<file path="config.mk">
export PLATFORM = sky130hd
export DESIGN_NAME = scanned_channel_block_averager
export DESIGN_NICKNAME = d
export VERILOG_FILES = /design/src/sv/scba_pkg.sv /design/src/sv/scanned_channel_block_averager.sv /design/src/sv/scba_slot_table.sv
export SDC_FILE = /design/constraint.sdc
export NUM_CORES = 1
export LEC_CHECK = 0
export BUFFER_PORTS_ARGS = -buffer_cell sky130_fd_sc_hd__buf_2
export CAP_MARGIN = 20
export CORE_MARGIN = 5
export CORE_UTILIZATION = 53
export CTS_CLUSTER_DIAMETER = 80
export DETAILED_ROUTE_END_ITERATION = 7
export PLACE_DENSITY = 0.76
export SLEW_MARGIN = 10
export SYNTH_ARGS = -nofsm -noshare
export SYNTH_HDL_FRONTEND = slang
export SYNTH_SLANG_ARGS = --single-unit
</file>
<file path="constraint.sdc">
create_clock -name clk -period 2.4 [get_ports clk]
set_clock_uncertainty 0.05 [all_clocks]
set_input_delay 0.24 -clock clk [delete_from_list [all_inputs] [get_ports clk]]
set_output_delay 0.24 -clock clk [all_outputs]
set_load 0.02 [all_outputs]
</file>
<file path="src/sv/scba_pkg.sv">
`default_nettype none

package scba_pkg;

    localparam int MAX_SLOTS   = 4;
    localparam int LOG2_BLOCK  = 10;
    localparam int SAMPLE_BITS = 10;

    localparam int SLOT_W  = (MAX_SLOTS > 1) ? $clog2(MAX_SLOTS) : 1;
    localparam int NUM_W   = 4;
    localparam int SUM_W   = SAMPLE_BITS + LOG2_BLOCK;
    localparam int COUNT_W = LOG2_BLOCK + 1;
    localparam int REG_SLOTS = 4;

    localparam logic [COUNT_W-1:0] BLOCK_LEN = COUNT_W'(1) << LOG2_BLOCK;

    typedef enum logic [2:0] {
        CFG_CHANNEL_COUNT = 3'd0,
        CFG_SLOT0_INPUT   = 3'd1,
        CFG_SLOT1_INPUT   = 3'd2,
        CFG_SLOT2_INPUT   = 3'd3,
        CFG_SLOT3_INPUT   = 3'd4
    } cfg_index_t;

    typedef logic [2:0] input_num_t;
    typedef input_num_t [REG_SLOTS-1:0] slot_inputs_t;

    typedef struct packed {
        logic                   mode;
        logic [SAMPLE_BITS-1:0] sample;
        logic [2:0]             query_input;
    } in_t;

    typedef struct packed {
        logic [2:0] input_select;
        logic       average_done;
        logic [1:0] done_slot;
        logic [9:0] done_average;
        logic [9:0] query_average;
        logic       query_found;
        logic [9:0] slot0_average;
    } out_t;

    typedef struct packed {
        logic                   en;
        logic [SLOT_W-1:0]      slot;
        logic [SAMPLE_BITS-1:0] avg;
    } avg_write_t;

    function automatic input_num_t input_of(input slot_inputs_t ins,
                                            input logic [SLOT_W-1:0] idx);
        input_num_t r;
        r = '0;
        for (int i = 0; i < REG_SLOTS; i++)
        begin
            if (int'(idx) == i)
            begin
                r = ins[i];
            end
        end
        return r;
    endfunction

endpackage

`default_nettype wire

</file>
<file path="src/sv/scanned_channel_block_averager.sv">
// result: registered, offered in the cycle after its input is accepted
// throughput: one transaction per cycle while out_ready is high; the output
// register lets the next input be taken in the same cycle the pending result is taken
// reset (rst_n, async): accumulator, count, current slot, averages cleared,
// channel_count = 1, slot inputs = 0; no clearing pass
`default_nettype none

module scanned_channel_block_averager (
    input  wire logic           clk,
    input  wire logic           rst_n,
    input  wire logic           in_valid,
    output logic                in_ready,
    input  wire scba_pkg::in_t  in_data,
    output logic                out_valid,
    input  wire logic           out_ready,
    output scba_pkg::out_t      out_data,
    input  wire logic           cfg_valid,
    output logic                cfg_ready,
    input  wire logic [2:0]     cfg_index,
    input  wire logic [2:0]     cfg_data
);

    logic [2:0]                      channel_count_reg;
    scba_pkg::slot_inputs_t          slot_inputs_reg;

    logic [scba_pkg::SUM_W-1:0]      sum_reg, sum_next;
    logic [scba_pkg::COUNT_W-1:0]    count_reg, count_next;
    logic                            discard_reg, discard_next;
    logic [scba_pkg::SLOT_W-1:0]     slot_reg, slot_next;
    logic                            out_valid_reg;
    scba_pkg::out_t                  out_reg, out_next;

    logic                            accept;
    logic [scba_pkg::NUM_W-1:0]      active;
    logic [scba_pkg::SLOT_W-1:0]     cur_slot;
    logic [scba_pkg::NUM_W-1:0]      slot_inc;
    logic [scba_pkg::SUM_W-1:0]      sum_add;
    logic [scba_pkg::COUNT_W-1:0]    count_add;
    scba_pkg::avg_write_t            wr;
    scba_pkg::avg_write_t            wr_acc;
    logic [scba_pkg::SAMPLE_BITS-1:0] q_avg, slot0_avg;
    logic                            q_found;

    assign cfg_ready = 1'b1;
    assign in_ready  = !out_valid_reg || out_ready;
    assign accept    = in_valid && in_ready;
    assign out_valid = out_valid_reg;
    assign out_data  = out_reg;

    always_ff @(posedge clk or negedge rst_n)
    begin
        if (!rst_n)
        begin
            channel_count_reg <= 3'd1;
            slot_inputs_reg   <= '0;
        end
        else if (cfg_valid)
        begin
            case (cfg_index)
                scba_pkg::CFG_CHANNEL_COUNT: channel_count_reg  <= cfg_data;
                scba_pkg::CFG_SLOT0_INPUT:   slot_inputs_reg[0] <= cfg_data;
                scba_pkg::CFG_SLOT1_INPUT:   slot_inputs_reg[1] <= cfg_data;
                scba_pkg::CFG_SLOT2_INPUT:   slot_inputs_reg[2] <= cfg_data;
                scba_pkg::CFG_SLOT3_INPUT:   slot_inputs_reg[3] <= cfg_data;
                default: ;
            endcase
        end
    end

    always_comb
    begin
        if (channel_count_reg == '0)
        begin
            active = scba_pkg::NUM_W'(1);
        end
        else if (scba_pkg::NUM_W'(channel_count_reg) > scba_pkg::NUM_W'(scba_pkg::MAX_SLOTS))
        begin
            active = scba_pkg::NUM_W'(scba_pkg::MAX_SLOTS);
        end
        else
        begin
            active = scba_pkg::NUM_W'(channel_count_reg);
        end
    end

    always_comb
    begin
        if (scba_pkg::NUM_W'(slot_reg) >= scba_pkg::NUM_W'(scba_pkg::MAX_SLOTS))
        begin
            cur_slot = '0;
        end
        else
        begin
            cur_slot = slot_reg;
        end
    end

    assign slot_inc  = scba_pkg::NUM_W'(cur_slot) + scba_pkg::NUM_W'(1);
    assign sum_add   = sum_reg + scba_pkg::SUM_W'(in_data.sample);
    assign count_add = count_reg + scba_pkg::COUNT_W'(1);

    always_comb
    begin
        sum_next     = sum_reg;
        count_next   = count_reg;
        discard_next = discard_reg;
        slot_next    = cur_slot;
        wr.en        = 1'b0;
        wr.slot      = cur_slot;
        wr.avg       = sum_add[scba_pkg::SUM_W-1 -: scba_pkg::SAMPLE_BITS];
        if (!in_data.mode)
        begin
            if (discard_reg)
            begin
                discard_next = 1'b0;
            end
            else if (count_add >= scba_pkg::BLOCK_LEN)
            begin
                wr.en        = 1'b1;
                sum_next     = '0;
                count_next   = '0;
                discard_next = 1'b1;
                slot_next    = (slot_inc >= active) ? '0 :
                               scba_pkg::SLOT_W'(slot_inc);
            end
            else
            begin
                sum_next   = sum_add;
                count_next = count_add;
            end
        end
    end

    always_comb
    begin
        wr_acc      = wr;
        wr_acc.en   = wr.en && accept;
    end

    scba_slot_table u_slot_table (
        .clk           (clk),
        .rst_n         (rst_n),
        .wr            (wr_acc),
        .query_input   (in_data.query_input),
        .active        (active),
        .slot_inputs   (slot_inputs_reg),
        .query_average (q_avg),
        .query_found   (q_found),
        .slot0_next    (slot0_avg)
    );

    always_comb
    begin
        out_next.input_select  = scba_pkg::input_of(slot_inputs_reg, slot_next);
        out_next.average_done  = wr.en;
        out_next.done_slot     = wr.en ? 2'(wr.slot) : 2'd0;
        out_next.done_average  = wr.en ? 10'(wr.avg) : 10'd0;
        out_next.query_average = in_data.mode ? 10'(q_avg) : 10'd0;
        out_next.query_found   = in_data.mode && q_found;
        out_next.slot0_average = 10'(slot0_avg);
        // slot0 view must include this transaction's write
        if (!wr.en)
        begin
            out_next.slot0_average = 10'(slot0_avg);
        end
    end

    always_ff @(posedge clk or negedge rst_n)
    begin
        if (!rst_n)
        begin
            sum_reg       <= '0;
            count_reg     <= '0;
            discard_reg   <= 1'b0;
            slot_reg      <= '0;
            out_valid_reg <= 1'b0;
        end
        else
        begin
            if (accept)
            begin
                sum_reg     <= sum_next;
                count_reg   <= count_next;
                discard_reg <= discard_next;
                slot_reg    <= slot_next;
            end
            if (accept)
            begin
                out_valid_reg <= 1'b1;
            end
            else if (out_ready)
            begin
                out_valid_reg <= 1'b0;
            end
        end
    end

    always_ff @(posedge clk)
    begin
        if (accept)
        begin
            out_reg <= out_next;
        end
    end

endmodule

`default_nettype wire

</file>
<file path="src/sv/scba_slot_table.sv">
`default_nettype none

module scba_slot_table (
    input  wire logic                               clk,
    input  wire logic                               rst_n,
    input  wire scba_pkg::avg_write_t               wr,
    input  wire logic [2:0]                         query_input,
    input  wire logic [scba_pkg::NUM_W-1:0]         active,
    input  wire scba_pkg::slot_inputs_t             slot_inputs,
    output logic [scba_pkg::SAMPLE_BITS-1:0]        query_average,
    output logic                                    query_found,
    output logic [scba_pkg::SAMPLE_BITS-1:0]        slot0_next
);

    logic [scba_pkg::SAMPLE_BITS-1:0] avg_reg [scba_pkg::MAX_SLOTS];

    always_ff @(posedge clk or negedge rst_n)
    begin
        if (!rst_n)
        begin
            for (int i = 0; i < scba_pkg::MAX_SLOTS; i++)
            begin
                avg_reg[i] <= '0;
            end
        end
        else if (wr.en)
        begin
            avg_reg[wr.slot] <= wr.avg;
        end
    end

    // last active slot with a matching input wins
    always_comb
    begin
        query_average = '0;
        query_found   = 1'b0;
        for (int s = 0; s < scba_pkg::MAX_SLOTS; s++)
        begin
            if ((scba_pkg::NUM_W'(s) < active) &&
                (scba_pkg::input_of(slot_inputs, scba_pkg::SLOT_W'(s)) == query_input))
            begin
                query_average = avg_reg[s];
                query_found   = 1'b1;
            end
        end
    end

    assign slot0_next = (wr.en && (wr.slot == '0)) ? wr.avg : avg_reg[0];

endmodule

`default_nettype wire

</file>
==> results_dict.tcl, run 1 <==
set metrics [dict create \
    synth_area_um2 6110 \
    syn-num-nets 612 \
    postRouteWirelength_mm 15.1 \
    critPathMaxStageDelay_ns 0.41 \
    drive_gt1_share_pct 32.8 \
    grt_overflow 0 \
    io_buffers 63 \
    die_w_um 117 \
    synthArstFlopShare_pct 70.9 \
    path_clk_slew_ns 0.05 \
    reg2reg_from "sum_reg[0]" \
    hpwl_mm 10.2 \
    post-route-util_pct 70.6 \
    timing.final.crit_share_pct 101 \
    numCtsBuffers 17 \
    yosysTopAreaCell "dfrtp_1" \
    grt_start_max_net_pins 44 \
    coreArea_um2 11400 \
    cp_slowest_cell "dfrtp_1" \
    critPathMaxFanout 6 \
    area_delta_synth_final_pct 31.4 \
    ant_nets 0 \
    grt_pass1_wl_mm 24.7 \
    antenna_found_initial 0 \
    cts_tree "yes" \
    finalSetupViolCount 2 \
    post-route-min-period_ns 2.42 \
    end_kind "register" \
    critPathLaunch "sum_reg[0]" \
    clk-insertion-delay-late_ns 0.42 \
    largest_reg_flops 40 \
    cap_violations 0 \
    diodes 0 \
    postSynthCellCount 568 \
    yosysTopAreaCellShare_pct 36.5 \
    synthTopCellsByArea "dfrtp_1 36%, edfxtp_1 18%, a21oi_1 4.7%, nor2_1 4.4%, ha_1 3.7%" \
    grt.total_usage_pct 22.2 \
    hold_viol 0 \
    seq_area_um2 3360 \
    cts_root_buffer "clkbuf_16" \
    cts_sinks 127 \
    multi_input_comb_area_um2 2990 \
    post_drt_wl_per_cell_um 17.8 \
    drc_errors 0 \
    leakage_nw 3.52 \
    first_global_vias 4926 \
    dieArea_um2 13800 \
    start_util_pct 53.7 \
    vias_per_cell 5.77 \
    io_pins 65 \
    worstPathCellList "ha_4 > fa_2 > a211oi_4 > o21ai_2 > a41oi_2 > buf_6 > buf_12 > xnor2_4 > mux2_4" \
    num-nets-final 732 \
    holdCritStartpoint "in_valid" \
    vias 4867 \
    hold_depth 2 \
    hold_path_class "in -> reg" \
    worst_pin_slew_ns 0.903 \
    synth_ff_type "dfrtp_1" \
    place_ws_ns -0.154 \
    drv_slew 0 \
    worstPathArrival_ns 2.53 \
    vdd_drop_max_uv 648 \
    syn_area_per_cell_um2 10.8 \
    cp_data_required_time_ns 2.51 \
    synth_warnings 0 \
    drt_iter0_markers 352 \
    fmax_mhz 414 \
    fillers 766 \
    p_per_area_nw_per_um2 1030 \
    gp_congestion 0.937 \
    setup_slack_ns -0.0166 \
    reg2reg_depth 9 \
    rows 39 \
    clock_path_buffers 2 \
    status "complete, but fails checks" \
    slew_headroom_pct 39.7 \
    ys_ff_latch 127 \
    violations "setup timing" \
    yosysSeqAreaShare_pct 55.1 \
    synth_cell_types 54 \
    path_class "reg -> reg" \
    drt-pass1-iter-count 5 \
    htree_levels 4 \
    die_h_um 117 \
    synth-edff-count 37 \
    startpoint_type "register" \
    rsz0062_at_grt "yes" \
]
==> placed cells by master (no fill, tap or decap), types with 9 or more instances in the layout <==
| cell type | n |
|---|---|
| clkbuf_16 | 17 |
| a21oi_2 | 18 |
| edfxtp_1 | 37 |
| buf_4 | 55 |
| inv_1 | 14 |
| and2_1 | 10 |
| mux2_2 | 16 |
| mux2i_1 | 10 |
| buf_2 | 62 |
| xor2_1 | 20 |
| nor2_1 | 70 |
| ha_1 | 10 |
| nand3_1 | 9 |
| o21ai_0 | 33 |
| a21o_1 | 9 |
| a22oi_1 | 10 |
| a22o_1 | 13 |
| a21oi_1 | 39 |
| dfrtp_1 | 89 |
| nand2_1 | 38 |
==> synthesized netlist by cell type, types with 2 or more instances <==
master,instances
a21o_1,9
a21oi_1,57
a22o_1,13
a22oi_1,10
a31oi_1,9
and2_1,10
and3_1,2
and4_1,3
buf_1,2
buf_2,9
clkbuf_1,12
dfrtp_1,89
edfxtp_1,37
ha_1,18
inv_1,14
mux2_2,17
mux2i_1,10
nand2_1,39
nand2b_1,5
nand3_1,10
nand4_1,7
nor2_1,71
nor2b_1,4
nor3_1,7
nor4_1,4
o21ai_0,36
o31ai_1,3
o41ai_1,3
or3_1,2
xnor2_1,13
xor2_1,20
==> kinds of logic (layout without fill, tap and decap cells) <==
logic type	count (synthesis)	count (layout)	share of synthesized area, %
buf+inv	38	171	2.58
fa+ha+maj	19	19	4.01
compound gates	153	153	15.6
other cells	1	1	0.0614
mux	28	28	5.14
flops	127	127	55.1
simple gates	169	169	12.8
xor+xnor	33	33	4.73
==> final timing paths <==
| path | end | slack [ns] |
|---|---|---|
| min | out_valid | 0.04 |
| min in group asynchronous | u_slot_table.avg_reg[35] | 0.32 |
| min reg2reg | sum_reg[5] | 0.45 |
| max reg2reg | out_data[0] | -0.02 |
| max | out_data[0] | -0.02 |
| max in group asynchronous | channel_count_reg[0] | 1.32 |
==> per-stage QoR <==
step | hold WS, ns | std cells | power (W) | TNS [ns] | cell area, um^2
after floorplan | -0.106 | 568 | 0.00432 | 0 | 6150
after global placement | 0.229 | 803 | 0.00500 | -0.154 | 6970
after detailed placement | 0.239 | 803 | 0.00511 | -1.78 | 6970
after CTS | 0.0150 | 839 | 0.00804 | -2.01 | 7820
after global routing | 0.0316 | 844 | 0.00871 | -1.14 | 8030
final | 0.0385 | 844 | 0.00827 | -0.0313 | 8030
==> report_power, final <==
part	switching (W)	total, W	leakage [nW]	internal [W]
clock	0.000922	0.00267	0.300	0.00175
sequential	0.000307	0.00297	1.54	0.00267
combinational	0.00139	0.00262	1.68	0.00124
==> final cells by class <==
| type | count | share of cell area (%) |
|---|---|---|
| Sequential cell | 127 | 41.9 |
| Multi-Input combinational cell | 403 | 37.2 |
| Timing Repair Buffer | 125 | 10.3 |
| Clock buffer | 20 | 5.56 |
| Tap cell | 143 | 2.23 |
| Clock inverter | 12 | 2.07 |
| Inverter | 14 | 0.655 |
==> per-layer routing <==
metal  share of wire, %  global-route usage (%)  vias to the layer above  wire, um
met5                  0                       0                        -         0
met4                2.0                    8.77                        0       307
met3                4.7                    5.05                       22       712
met2                 51                    36.8                      152      7650
met1                 42                    28.2                     2405      6390
li1                   -                       -                     2288         -
==> worst max-delay path: cells and delay by family (launching register included) <==
kind	cells	cell delay (ns)
buf+inv	2	0.28
mux	1	0.28
compound gates	3	0.53
flops	1	0.41
xor+xnor	1	0.08
fa+ha+maj	2	0.54
==> what timing repair did <==
action | 4_1_cts | 5_1_grt
pin swaps | 12 | 13
hold buffers | 1 | 0
endpoints found under the hold margin | 41 | 0
endpoints found under the setup margin | 45 | 62
buffers inserted | 4 | 6
resized for setup | 37 | 29
Note: power is estimated with default switching activity, not from simulation.
==> run 2: changes to the inputs <==
--- a/config.mk
+++ b/config.mk
@@ -7,7 +7,6 @@
 export LEC_CHECK = 0
 export BUFFER_PORTS_ARGS = -buffer_cell sky130_fd_sc_hd__buf_2
 export CAP_MARGIN = 20
-export CORE_MARGIN = 5
 export CORE_UTILIZATION = 53
 export CTS_CLUSTER_DIAMETER = 80
 export DETAILED_ROUTE_END_ITERATION = 7
==> results_dict.tcl, run 2 (synthesis gave the netlist of run 1 again) <==
set metrics [dict create \
    hold_viol 0 \
    postRouteWirelength_mm 14.8 \
    p_per_area_nw_per_um2 1010 \
    clock_path_buffers 2 \
    path_class "reg -> reg" \
    timing.final.crit_share_pct 102 \
    post-route-min-period_ns 2.45 \
    fin_area_um2 7970 \
    drive_gt1_share_pct 32.9 \
    setup_tns_ns -0.133 \
    startpoint_type "register" \
    coreArea_um2 11000 \
    largest_reg_flops 40 \
    grt_overflow 0 \
    dieArea_um2 12000 \
    critPathMaxFanout 8 \
    grt.total_usage_pct 27.1 \
    rsz0062_at_grt "yes" \
    diodes 0 \
    area_delta_synth_final_pct 30.4 \
    grt_pass1_wl_mm 24.0 \
    numCtsBuffers 17 \
    fin_hold_ws_ns 0.0321 \
    final_common_cell "dfrtp_1" \
    num-nets-final 723 \
    final_cell_mix "89 x dfrtp_1, 68 x nor2_1, 62 x buf_2, 43 x buf_4, 38 x nand2_1" \
    first_global_vias 4903 \
    vdd_drop_max_uv 682 \
    finalSetupViolCount 7 \
    vias_per_cell 5.84 \
    antenna_found_initial 0 \
    setup_slack_ns -0.0481 \
    slew_headroom_pct 42.9 \
    die_h_um 109 \
    io_buffers 63 \
    drc_errors 0 \
    fillers 750 \
    drt-pass1-iter-count 5 \
    cp_data_required_time_ns 2.51 \
    critPathMaxStageDelay_ns 0.38 \
    vias 4856 \
    rows 38 \
    fin_total_pwr_w 0.00805 \
    grt_start_max_net_pins 65 \
    drt_iter0_markers 341 \
    reg2reg_depth 9 \
    cts_root_buffer "clkbuf_16" \
    hpwl_mm 9.81 \
    clk-insertion-delay-late_ns 0.42 \
    multi_input_comb_area_um2 3040 \
    hold_depth 3 \
    seq_area_um2 3360 \
    leakage_nw 3.47 \
    worstPathArrival_ns 2.56 \
    place_ws_ns -0.143 \
    path_clk_slew_ns 0.05 \
    end_kind "register" \
    fmax_mhz 408 \
    worst_pin_slew_ns 0.855 \
    die_w_um 109 \
    gp_congestion 0.857 \
    cap_violations 0 \
    htree_levels 4 \
    hold_path_class "in -> reg" \
    place_area_um2 6880 \
    cts_sinks 127 \
    start_util_pct 55.4 \
    io_pins 65 \
    cts_tree "yes" \
    post_drt_wl_per_cell_um 17.8 \
    worstPathCellList "ha_2 > fa_2 > a211oi_4 > o21ai_2 > a41oi_2 > buf_6 > or3_4 > xnor2_4 > a21oi_2" \
    cp_slowest_cell "dfrtp_1" \
    status "complete, but fails checks" \
    violations "setup timing" \
    ant_nets 0 \
    drv_slew 0 \
]
[run 2: final cells by class]
type                            instances  area share (%)
Clock inverter                          7           0.754
Clock buffer                           25            6.35
Tap cell                              140            2.20
Multi-Input combinational cell        403            38.2
Inverter                               14           0.660
Sequential cell                       127            42.2
Timing Repair Buffer                  116            9.60
[run 2: path summary, 6_finish.rpt]
| check | startpoint | endpoint | slack, ns |
|---|---|---|---|
| setup / recovery | sum_reg[0] | out_data[8] | -0.05 |
| hold / removal | cfg_data[0] | channel_count_reg[0] | 0.03 |
| setup reg to reg | sum_reg[0] | out_data[8] | -0.05 |
| hold reg to reg | sum_reg[9] | sum_reg[9] | 0.44 |
| max in group asynchronous | rst_n | channel_count_reg[0] | 1.35 |
| min in group asynchronous | rst_n | u_slot_table.avg_reg[36] | 0.24 |
[run 2: metal layers]
layer,vias up,GRT usage [%],part of all wire [%]
li1,2264,-,-
met1,2381,34.5,43
met2,174,44.9,49
met3,37,5.93,5.2
met4,0,11.2,2.4
met5,-,0,0
[run 2: stage by stage]
| stage | std cells | utilization, % |
|---|---|---|
| final | 832 | 72.2 |
| after global routing | 832 | 72.2 |
| after CTS | 827 | 70.0 |
| after detailed placement | 790 | 62.4 |
| after global placement | 790 | 62.4 |
| after floorplan | 568 | - |
[run 2: where the power goes]
part | leakage (nW) | internal, W | total (W) | switching [W]
Combinational | 1.64 | 0.00123 | 0.00263 | 0.00140
Sequential | 1.54 | 0.00267 | 0.00298 | 0.000309
Clock | 0.287 | 0.00155 | 0.00244 | 0.000893
Total | 3.47 | 0.00545 | 0.00805 | 0.00260
[run 2: repair_timing]
item                       CTS  global route
hold endpoints to repair    26             0
hold buffers                 1             0
pin swaps                   18            17
setup endpoints to repair   51            64
gates cloned                 0             0
resized for setup           42            40
buffers inserted             4             5
[run 2: critical path: cells and delay by family, from the launching register on]
family,cells,cell delay [ns]
buffers and inverters,1,0.21
AO/OA/AOI/OAI,4,0.65
adder cells (fa/ha/maj),2,0.57
XOR/XNOR,1,0.14
flip-flops,1,0.38
AND/OR/NAND/NOR,1,0.19
